--- src/hw/rtl/tse_pkg.sv ---
`timescale 1ns / 1ps
// ----------------------------------------------------------------------------
// tse_pkg
// Shared word types, header offsets and character codes for the tar stream
// entry extractor.
// ----------------------------------------------------------------------------
package tse_pkg;

   // Archive geometry
   localparam int         BLOCK_BYTES = 512;
   localparam int         SIZE_DIGITS = 12;
   localparam int         SIZE_WIDTH  = 36;
   localparam int         OFF_WIDTH   = 9;

   localparam logic [OFF_WIDTH-1:0] NAME_BYTES  = 9'd100;
   localparam logic [OFF_WIDTH-1:0] SIZE_OFFSET = 9'd124;
   localparam logic [OFF_WIDTH-1:0] SIZE_END    = OFF_WIDTH'(124 + SIZE_DIGITS);
   localparam logic [OFF_WIDTH-1:0] TYPE_OFFSET = 9'd156;
   localparam logic [OFF_WIDTH-1:0] LAST_OFFSET = OFF_WIDTH'(BLOCK_BYTES - 1);

   // Character codes
   localparam logic [7:0] CHAR_NUL    = 8'h00;
   localparam logic [7:0] CHAR_SPACE  = 8'h20;
   localparam logic [7:0] CHAR_DOT    = 8'h2E;
   localparam logic [7:0] CHAR_SLASH  = 8'h2F;
   localparam logic [7:0] CHAR_ZERO   = 8'h30;
   localparam logic [7:0] CHAR_SEVEN  = 8'h37;
   localparam logic [7:0] CHAR_BSLASH = 8'h5C;

   // Result kinds
   localparam logic [1:0] KIND_PAYLOAD = 2'd0;
   localparam logic [1:0] KIND_ACCEPT  = 2'd1;
   localparam logic [1:0] KIND_SKIP    = 2'd2;
   localparam logic [1:0] KIND_END     = 2'd3;

   typedef struct packed {
      logic [7:0] data_byte;
      logic       stream_end;
   } req_word_type;

   typedef struct packed {
      logic [1:0]            kind;
      logic [7:0]            payload_byte;
      logic [SIZE_WIDTH-1:0] entry_size;
      logic                  entry_end;
      logic                  truncated;
      logic [15:0]           restored_count;
   } rsp_word_type;

   // Header scanner status toward the sequencer
   typedef struct packed {
      logic                  last_byte;   // this byte closes the header block
      logic                  all_zero;    // whole header was zero
      logic                  safe;        // name and type checks passed
      logic [SIZE_WIDTH-1:0] size_next;   // size including this byte
      logic [SIZE_WIDTH-1:0] size_held;   // size of the current entry
   } hdr_status_type;

endpackage

--- src/hw/rtl/tar_stream_entry_extractor_core.sv ---
`timescale 1ns / 1ps
// ----------------------------------------------------------------------------
// tar_stream_entry_extractor_core
// Byte-serial tar archive reader: deframes headers and payloads, emits the
// payload of safe entries and reports skipped entries and archive end.
// ----------------------------------------------------------------------------
//
//   channel  dir  word type      moves
//   req_     in   req_word_type  one archive byte plus end-of-stream mark
//   rsp_     out  rsp_word_type  zero or one result per archive byte
//
// One byte enters per cycle unless rsp_ stalls: it waits in the input register,
// is processed in the cycle it advances and its result lands in the result
// register, so rsp_valid rises once the byte has passed both registers; the
// phase/counter update loop sets the rate. A stall on rsp_ (result register
// full, rsp_ready low) holds the input byte; req_ready drops only when both
// registers are full. Synchronous reset, and any byte marked stream_end,
// return the reader state.
module tar_stream_entry_extractor_core #(
   parameter int COUNT_WIDTH = 16
) (
   input  logic                  clock,
   input  logic                  reset,
   input  logic                  req_valid,
   output logic                  req_ready,
   input  tse_pkg::req_word_type req_data,
   output logic                  rsp_valid,
   input  logic                  rsp_ready,
   output tse_pkg::rsp_word_type rsp_data
);
   import tse_pkg::*;

   typedef enum logic [2:0] {
      PH_HEADER,
      PH_PAYLOAD,
      PH_SKIP,
      PH_PAD,
      PH_END
   } phase_type;

   // input register
   logic         in_valid_ff, in_valid_in;
   req_word_type in_data_ff;

   // sequencer state
   phase_type             phase_ff, phase_in;
   logic [SIZE_WIDTH-1:0] remain_ff, remain_in;
   logic [OFF_WIDTH-1:0]  pad_ff, pad_in;
   logic [COUNT_WIDTH-1:0] count_ff, count_in;

   logic                   advance;
   logic                   out_free;
   logic                   last;
   logic                   hdr_step;
   hdr_status_type         hdr;
   logic [SIZE_WIDTH-1:0]  remain_dec;
   logic [OFF_WIDTH-1:0]   pad_dec;
   logic [COUNT_WIDTH-1:0] count_upd;
   logic [COUNT_WIDTH-1:0] count_inc;
   logic [31:0]            count_wide;
   logic                   res_valid;
   rsp_word_type           res;

   // advance the held byte when the result register can take its result
   assign advance   = in_valid_ff && out_free;
   assign req_ready = !in_valid_ff || advance;
   assign last      = in_data_ff.stream_end;
   assign hdr_step  = advance && (phase_ff == PH_HEADER);

   always_comb begin
      in_valid_in = in_valid_ff;
      if (req_valid && req_ready) begin
         in_valid_in = 1'b1;
      end else if (advance) begin
         in_valid_in = 1'b0;
      end
   end

   always_ff @(posedge clock) begin
      if (req_valid && req_ready) begin
         in_data_ff <= req_data;
      end
   end

   tse_hdr_scan u_hdr (
      .clock     (clock),
      .reset     (reset),
      .step      (hdr_step),
      .restart   (advance && last),
      .data_byte (in_data_ff.data_byte),
      .status    (hdr)
   );

   always_comb begin
      remain_dec = remain_ff - 1'b1;
      pad_dec    = (pad_ff != '0) ? pad_ff - 1'b1 : pad_ff;
      count_inc  = (count_ff != '1) ? count_ff + 1'b1 : count_ff;

      phase_in  = phase_ff;
      remain_in = remain_ff;
      pad_in    = pad_ff;
      count_upd = count_ff;
      res_valid = 1'b0;

      res.kind         = KIND_PAYLOAD;
      res.payload_byte = '0;
      res.entry_size   = '0;
      res.entry_end    = 1'b0;
      res.truncated    = 1'b0;

      case (phase_ff)
         PH_HEADER: begin
            if (hdr.last_byte) begin
               res_valid = 1'b1;
               if (hdr.all_zero) begin
                  phase_in = PH_END;
                  res.kind = KIND_END;
               end else if (hdr.safe) begin
                  res.kind = KIND_ACCEPT;
                  if (hdr.size_next == '0) begin
                     // empty entry counts as delivered right away
                     count_upd     = count_inc;
                     res.entry_end = 1'b1;
                  end else begin
                     remain_in      = hdr.size_next;
                     phase_in       = PH_PAYLOAD;
                     res.entry_size = hdr.size_next;
                     res.truncated  = last;
                  end
               end else begin
                  res.kind       = KIND_SKIP;
                  res.entry_size = hdr.size_next;
                  remain_in      = hdr.size_next;
                  // pad to the next block boundary
                  pad_in         = OFF_WIDTH'(0) - hdr.size_next[OFF_WIDTH-1:0];
                  phase_in       = (hdr.size_next != '0) ? PH_SKIP : PH_HEADER;
               end
            end
         end
         PH_PAYLOAD: begin
            res_valid        = 1'b1;
            res.payload_byte = in_data_ff.data_byte;
            res.entry_size   = hdr.size_held;
            remain_in        = remain_dec;
            if (remain_dec == '0) begin
               count_upd     = count_inc;
               res.entry_end = 1'b1;
               pad_in        = OFF_WIDTH'(0) - hdr.size_held[OFF_WIDTH-1:0];
               phase_in      = (pad_in != '0) ? PH_PAD : PH_HEADER;
            end else begin
               res.truncated = last;
            end
         end
         PH_SKIP: begin
            remain_in = remain_dec;
            if (remain_dec == '0) begin
               phase_in = (pad_ff != '0) ? PH_PAD : PH_HEADER;
            end
         end
         PH_PAD: begin
            pad_in = pad_dec;
            if (pad_dec == '0) begin
               phase_in = PH_HEADER;
            end
         end
         PH_END: begin
            // drop bytes until the stream ends
         end
         default: begin
            phase_in = PH_HEADER;
         end
      endcase

      count_wide         = 32'(count_upd);
      res.restored_count = count_wide[15:0];
      count_in           = count_upd;

      // end of stream: return to the reset state for the next archive
      if (last) begin
         phase_in  = PH_HEADER;
         remain_in = '0;
         pad_in    = '0;
         count_in  = '0;
      end
   end

   always_ff @(posedge clock) begin
      if (reset) begin
         in_valid_ff <= 1'b0;
         phase_ff    <= PH_HEADER;
         remain_ff   <= '0;
         pad_ff      <= '0;
         count_ff    <= '0;
      end else begin
         in_valid_ff <= in_valid_in;
         if (advance) begin
            phase_ff  <= phase_in;
            remain_ff <= remain_in;
            pad_ff    <= pad_in;
            count_ff  <= count_in;
         end
      end
   end

   tse_rsp_reg u_rsp (
      .clock      (clock),
      .reset      (reset),
      .load       (advance),
      .load_valid (res_valid),
      .load_data  (res),
      .free       (out_free),
      .rsp_valid  (rsp_valid),
      .rsp_ready  (rsp_ready),
      .rsp_data   (rsp_data)
   );

endmodule

--- src/hw/rtl/tse_hdr_scan.sv ---
`timescale 1ns / 1ps
// ----------------------------------------------------------------------------
// tse_hdr_scan
// Header byte scanner: tracks the offset in the header block, checks the
// name and type byte, and parses the octal size field.
// ----------------------------------------------------------------------------
module tse_hdr_scan (
   input  logic                    clock,
   input  logic                    reset,
   input  logic                    step,
   input  logic                    restart,
   input  logic [7:0]              data_byte,
   output tse_pkg::hdr_status_type status
);
   import tse_pkg::*;

   logic [OFF_WIDTH-1:0]  off_ff, off_in;
   logic                  name_ended_ff, name_ended_in;
   logic                  name_empty_ff, name_empty_in;
   logic                  prev_dot_ff, prev_dot_in;
   logic                  name_bad_ff, name_bad_in;
   logic [SIZE_WIDTH-1:0] acc_ff, acc_in;
   logic                  stopped_ff, stopped_in;
   logic                  type_ok_ff, type_ok_in;
   logic                  all_zero_ff, all_zero_in;

   logic                  first;
   logic                  is_digit;

   always_comb begin
      first    = (off_ff == '0);
      is_digit = (data_byte >= CHAR_ZERO) && (data_byte <= CHAR_SEVEN);

      // start from cleared flags on the first byte of a block
      name_ended_in = first ? 1'b0 : name_ended_ff;
      name_empty_in = first ? 1'b0 : name_empty_ff;
      prev_dot_in   = first ? 1'b0 : prev_dot_ff;
      name_bad_in   = first ? 1'b0 : name_bad_ff;
      acc_in        = first ? '0   : acc_ff;
      stopped_in    = first ? 1'b0 : stopped_ff;
      type_ok_in    = first ? 1'b0 : type_ok_ff;
      all_zero_in   = (first ? 1'b1 : all_zero_ff) && (data_byte == CHAR_NUL);

      if ((off_ff < NAME_BYTES) && !name_ended_in) begin
         if (data_byte == CHAR_NUL) begin
            name_ended_in = 1'b1;
            if (first) begin
               name_empty_in = 1'b1;
            end
         end else begin
            if ((data_byte == CHAR_SLASH) || (data_byte == CHAR_BSLASH) ||
                ((data_byte == CHAR_DOT) && prev_dot_in)) begin
               name_bad_in = 1'b1;
            end
            prev_dot_in = (data_byte == CHAR_DOT);
         end
      end

      if ((off_ff >= SIZE_OFFSET) && (off_ff < SIZE_END) && !stopped_in) begin
         if (is_digit) begin
            acc_in = {acc_in[SIZE_WIDTH-4:0], 3'b000} + {33'd0, data_byte[2:0]};
         end else if ((data_byte != CHAR_SPACE) && (data_byte != CHAR_NUL)) begin
            stopped_in = 1'b1;
         end
      end

      if (off_ff == TYPE_OFFSET) begin
         type_ok_in = (data_byte == CHAR_ZERO) || (data_byte == CHAR_NUL);
      end

      off_in = (off_ff >= LAST_OFFSET) ? '0 : off_ff + 1'b1;

      status.last_byte = (off_ff >= LAST_OFFSET);
      status.all_zero  = all_zero_in;
      status.safe      = type_ok_in && !name_empty_in && !name_bad_in;
      status.size_next = acc_in;
      status.size_held = acc_ff;
   end

   always_ff @(posedge clock) begin
      if (reset || restart) begin
         off_ff        <= '0;
         name_ended_ff <= 1'b0;
         name_empty_ff <= 1'b0;
         prev_dot_ff   <= 1'b0;
         name_bad_ff   <= 1'b0;
         acc_ff        <= '0;
         stopped_ff    <= 1'b0;
         type_ok_ff    <= 1'b0;
         all_zero_ff   <= 1'b1;
      end else if (step) begin
         off_ff        <= off_in;
         name_ended_ff <= name_ended_in;
         name_empty_ff <= name_empty_in;
         prev_dot_ff   <= prev_dot_in;
         name_bad_ff   <= name_bad_in;
         acc_ff        <= acc_in;
         stopped_ff    <= stopped_in;
         type_ok_ff    <= type_ok_in;
         all_zero_ff   <= all_zero_in;
      end
   end

endmodule

--- src/hw/rtl/tse_rsp_reg.sv ---
`timescale 1ns / 1ps
// ----------------------------------------------------------------------------
// tse_rsp_reg
// Result register: holds one result word until the consumer takes it.
// ----------------------------------------------------------------------------
module tse_rsp_reg (
   input  logic                  clock,
   input  logic                  reset,
   input  logic                  load,
   input  logic                  load_valid,
   input  tse_pkg::rsp_word_type load_data,
   output logic                  free,
   output logic                  rsp_valid,
   input  logic                  rsp_ready,
   output tse_pkg::rsp_word_type rsp_data
);
   import tse_pkg::*;

   logic         valid_ff;
   rsp_word_type data_ff;

   assign free      = !valid_ff || rsp_ready;
   assign rsp_valid = valid_ff;
   assign rsp_data  = data_ff;

   always_ff @(posedge clock) begin
      if (reset) begin
         valid_ff <= 1'b0;
      end else if (load) begin
         valid_ff <= load_valid;
      end else if (rsp_ready) begin
         valid_ff <= 1'b0;
      end
   end

   always_ff @(posedge clock) begin
      if (load && load_valid) begin
         data_ff <= load_data;
      end
   end

endmodule

--- config.mk ---
export PLATFORM = sky130hd
export DESIGN_NAME = tar_stream_entry_extractor_core
export DESIGN_NICKNAME = d
export VERILOG_FILES = /design/src/hw/rtl/tse_pkg.sv /design/src/hw/rtl/tar_stream_entry_extractor_core.sv /design/src/hw/rtl/tse_hdr_scan.sv /design/src/hw/rtl/tse_rsp_reg.sv
export SDC_FILE = /design/constraint.sdc
export NUM_CORES = 1
export LEC_CHECK = 0
export ABC_AREA = 1
export BUFFER_PORTS_ARGS = -buffer_cell sky130_fd_sc_hd__clkbuf_2
export CAP_MARGIN = 10
export CORE_ASPECT_RATIO = 1.2
export CORE_MARGIN = 4
export CORE_UTILIZATION = 45
export DETAILED_ROUTE_END_ITERATION = 12
export PLACE_DENSITY = 0.6
export SYNTH_ARGS = -nofsm -noshare
export SYNTH_HDL_FRONTEND = slang
export SYNTH_HIERARCHICAL = 1
export SYNTH_SLANG_ARGS = --single-unit
--- constraint.sdc ---
create_clock -name clock -period 6.95 [get_ports clock]
set_input_delay 0.695 -clock clock [delete_from_list [all_inputs] [get_ports clock]]
set_output_delay 0.695 -clock clock [all_outputs]
set_load 0.02 [all_outputs]
==> out/qor.yml <==
grt:
  use_met1_pct: 32.5
  groute.usage.overall_pct: 23.9
  grt-ovfl-total: 0
  grtUsageMet2_pct: 39.9
  grt_pass1_wl_um: 59300
  grt_start_max_net_pins: 75
  top_usage_layer: "met2"
  antenna_found_initial: 1
  use_met3_pct: 2.72
  grt_pass1_vias: 11434
yosys:
  yosys-top-cells-area: "dfxtp_1 (19%), nand2_1 (18%), edfxtp_1 (18%)"
  synth_flop_cell: "dfxtp_1"
  syn-mean-instance-area_um2: 6.46
  synth_warnings: 6
  yosysSeqAreaShare_pct: 36.4
  netlist_top_cells_count: "nand2_1 (592), inv_1 (236), nor2_1 (227), nand3_1 (196), a21oi_1 (120)"
  ys_ff_latch: 191
  async_flop_share_pct: 0
  syn_area_um2: 12500
  synth_most_common_cell: "nand2_1"
  yosysTopAreaCell: "dfxtp_1"
  post_synth_num_cell_types: 48
  synth_fp_nets: 1957
  netlist.area_leader.share_pct: 18.9
  synth-edff-count: 73
  synthCells: 1935
finish:
  diodes: 0
  fill_cells: 2814
  seqCellArea_um2: 4550
  area_growth_pct: 8.92
  fin_nets: 1988
  drive_above_1_share_pct: 9.45
  multiInputGateArea_um2: 6650
placement:
  dp_hpwl_um: 26400
  place_ws_ns: 2.14
  place_congestion: 0.911
  io_buffer_count: 78
sta:
  rsz0062_at_grt: "no"
  tightest_slew_ns: 1.19
  relSlewSlack_pct: 20.5
  layout_setup_ws_ns: 2.16
  post-route-period-util_pct: 68.9
  period_needed_ns: 4.79
  maxSlewViolCount: 0
  fin_skew_ns: 0.0122
  setup_viol: 0
  fin_setup_tns_ns: 0
  fmax_mhz: 209
  hold_viol_final: 0
worst_hold_path:
  holdPathEnd: "in_data_ff[3]"
  hold_depth: 1
  min_from: "req_data[3]"
  hp-class: "in2reg"
power:
  switching_power_uw: 1130
  ir_worst_vdd_mv: 0.163
  power.share.clock_pct: 32.1
  combPwrFrac_pct: 27.4
  switching_share_pct: 36.7
  p_leak_uw: 0.00620
  seq_power_share_pct: 40.5
  p_int_uw: 1950
  p_per_area_nw_per_um2: 226
clock_network:
  cts_inserted_buffers: 17
  cts_setup_buffers: 0
  cts_tree: "built"
  cts-resized-gates: 0
  h-tree-depth: 4
  cts.sink_count: 191
  path_clk_slew_ns: 0.08
  clockBufferDepth: 2
  hold_buffers: 0
  cts_root_buf: "clkbuf_16"
  clk_latency_ns: 0.45
job:
  maxCapViolCount: 0
worst_setup_path:
  crit_fanout: 22
  crit_path_start_kind: "flop"
  cp.required_ns: 7.32
  arrival_ns: 5.16
  r2r-start: "in_data_ff[8]"
  endpoint_kind: "flop"
  ff2ff_setup_slack_ns: 2.16
  r2r_end: "count_ff[3]"
  reg2regPathDepth: 20
  worstSetupPathType: "reg2reg"
floorplanning:
  core_area_um2: 27300
  ios: 79
  fp-row-count: 66
  start_util_pct: 45.9
  die_width_um: 160
  dieArea_um2: 30500
  die_height_um: 191
route:
  drtPass1Iterations: 6
  drtAntennaViolNets: 0
  drc: 0
  drt-initial-drc-count: 1088
  wl_per_cell_um: 16.0
  wl_um: 37000
  vias_per_cell: 5.37
  vias: 12450
status:
  status: "complete, no violations"
[through the flow]
stage | hold slack [ns] | area [um^2] | power, uW | utilization, % | cells
4_1_cts | 0.403 | 13600 | 3090 | 50.0 | 2319
3_3_place_gp | 0.450 | 13000 | 2110 | 47.9 | 2287
2_1_floorplan | 0.440 | 12500 | 1900 | - | 1935
5_1_grt | 0.409 | 13600 | 3250 | 50.0 | 2319
6_report | 0.417 | 13600 | 3080 | 50.0 | 2319
3_5_place_dp | 0.462 | 13000 | 2110 | 47.9 | 2287
[power groups by stage]
| stage | clock network, uW | logic (uW) | registers [uW] |
|---|---|---|---|
| after CTS | 1010 | 837 | 1250 |
| after floorplan | 0 | 641 | 1260 |
| after detailed placement | 0 | 833 | 1270 |
| after global placement | 0 | 833 | 1270 |
| final | 990 | 843 | 1250 |
| after global routing | 1060 | 940 | 1250 |
[worst max path at each step]
| stage | from | end |
|---|---|---|
| CTS | in_data_ff[8] | count_ff[3] |
| floorplan | u_hdr/off_ff[0] | remain_ff[13] |
| detailed placement | in_data_ff[8] | count_ff[3] |
| global route | in_data_ff[8] | count_ff[3] |
| finish | in_data_ff[8] | count_ff[3] |
| global placement | in_data_ff[8] | count_ff[11] |
[layout make-up]
class | instances | share of cell area (%)
Clock inverter | 15 | 1.11
Multi-Input combinational cell | 1417 | 48.8
Timing Repair Buffer | 91 | 3.58
Sequential cell | 191 | 33.4
Clock buffer | 17 | 3.12
Inverter | 248 | 6.83
Tap cell | 340 | 3.12
[critical path: stages, from the launching register on]
cell and delay [ns]:
edfxtp_1 0.45, nor2_4 0.20, nand4_2 0.59, nand3_1 0.29, nand2_1 0.09, nand2_1 0.11, nand2_1 0.07, inv_1 0.12
ha_1 0.19, inv_1 0.05, nor2_1 0.15, nand3_1 0.18, nor4_2 0.32, nand4_1 0.38, nor2_2 0.35, nand2_1 0.34
nand2_1 0.43, nand3_1 0.13, nand2_1 0.10, nand2_1 0.05, a21oi_1 0.11
[layout by cell type (no fill, tap or decap), types with 30 or more instances in the layout]
master and instances:
a21oi_1 120, clkbuf_2 78, dfxtp_1 118, edfxtp_1 73, inv_1 235, nand2_1 591
nand3_1 196, nand4_1 30, nor2_1 224, o21ai_0 75
[layer usage]
layer / vias up / share of wire, %
met5: - / 0.035
met4: 2 / 2.1
met3: 49 / 4.8
met2: 328 / 47
met1: 5759 / 46
li1: 6312 / -
[state kept, by name, summed over array words and instances, names as in the netlist, 3 cells and up]
signal / flops
phase_ff: 3
u_rsp/rsp_data: 64
count_ff: 16
in_data_ff: 8
pad_ff: 9
u_hdr/acc_ff: 36
u_hdr/off_ff: 9
remain_ff: 36
[logic make-up after synthesis]
| group | synth area share (%) |
|---|---|
| and+or+nand+nor | 38.9 |
| xor gates and xnor gates | 1.40 |
| buffers and inverters | 10.6 |
| adders and majority gates | 0.900 |
| AOI/OAI and AO/OA | 11.8 |
| DFF | 36.4 |
No activity file was read; power rests on OpenSTA's default activity.
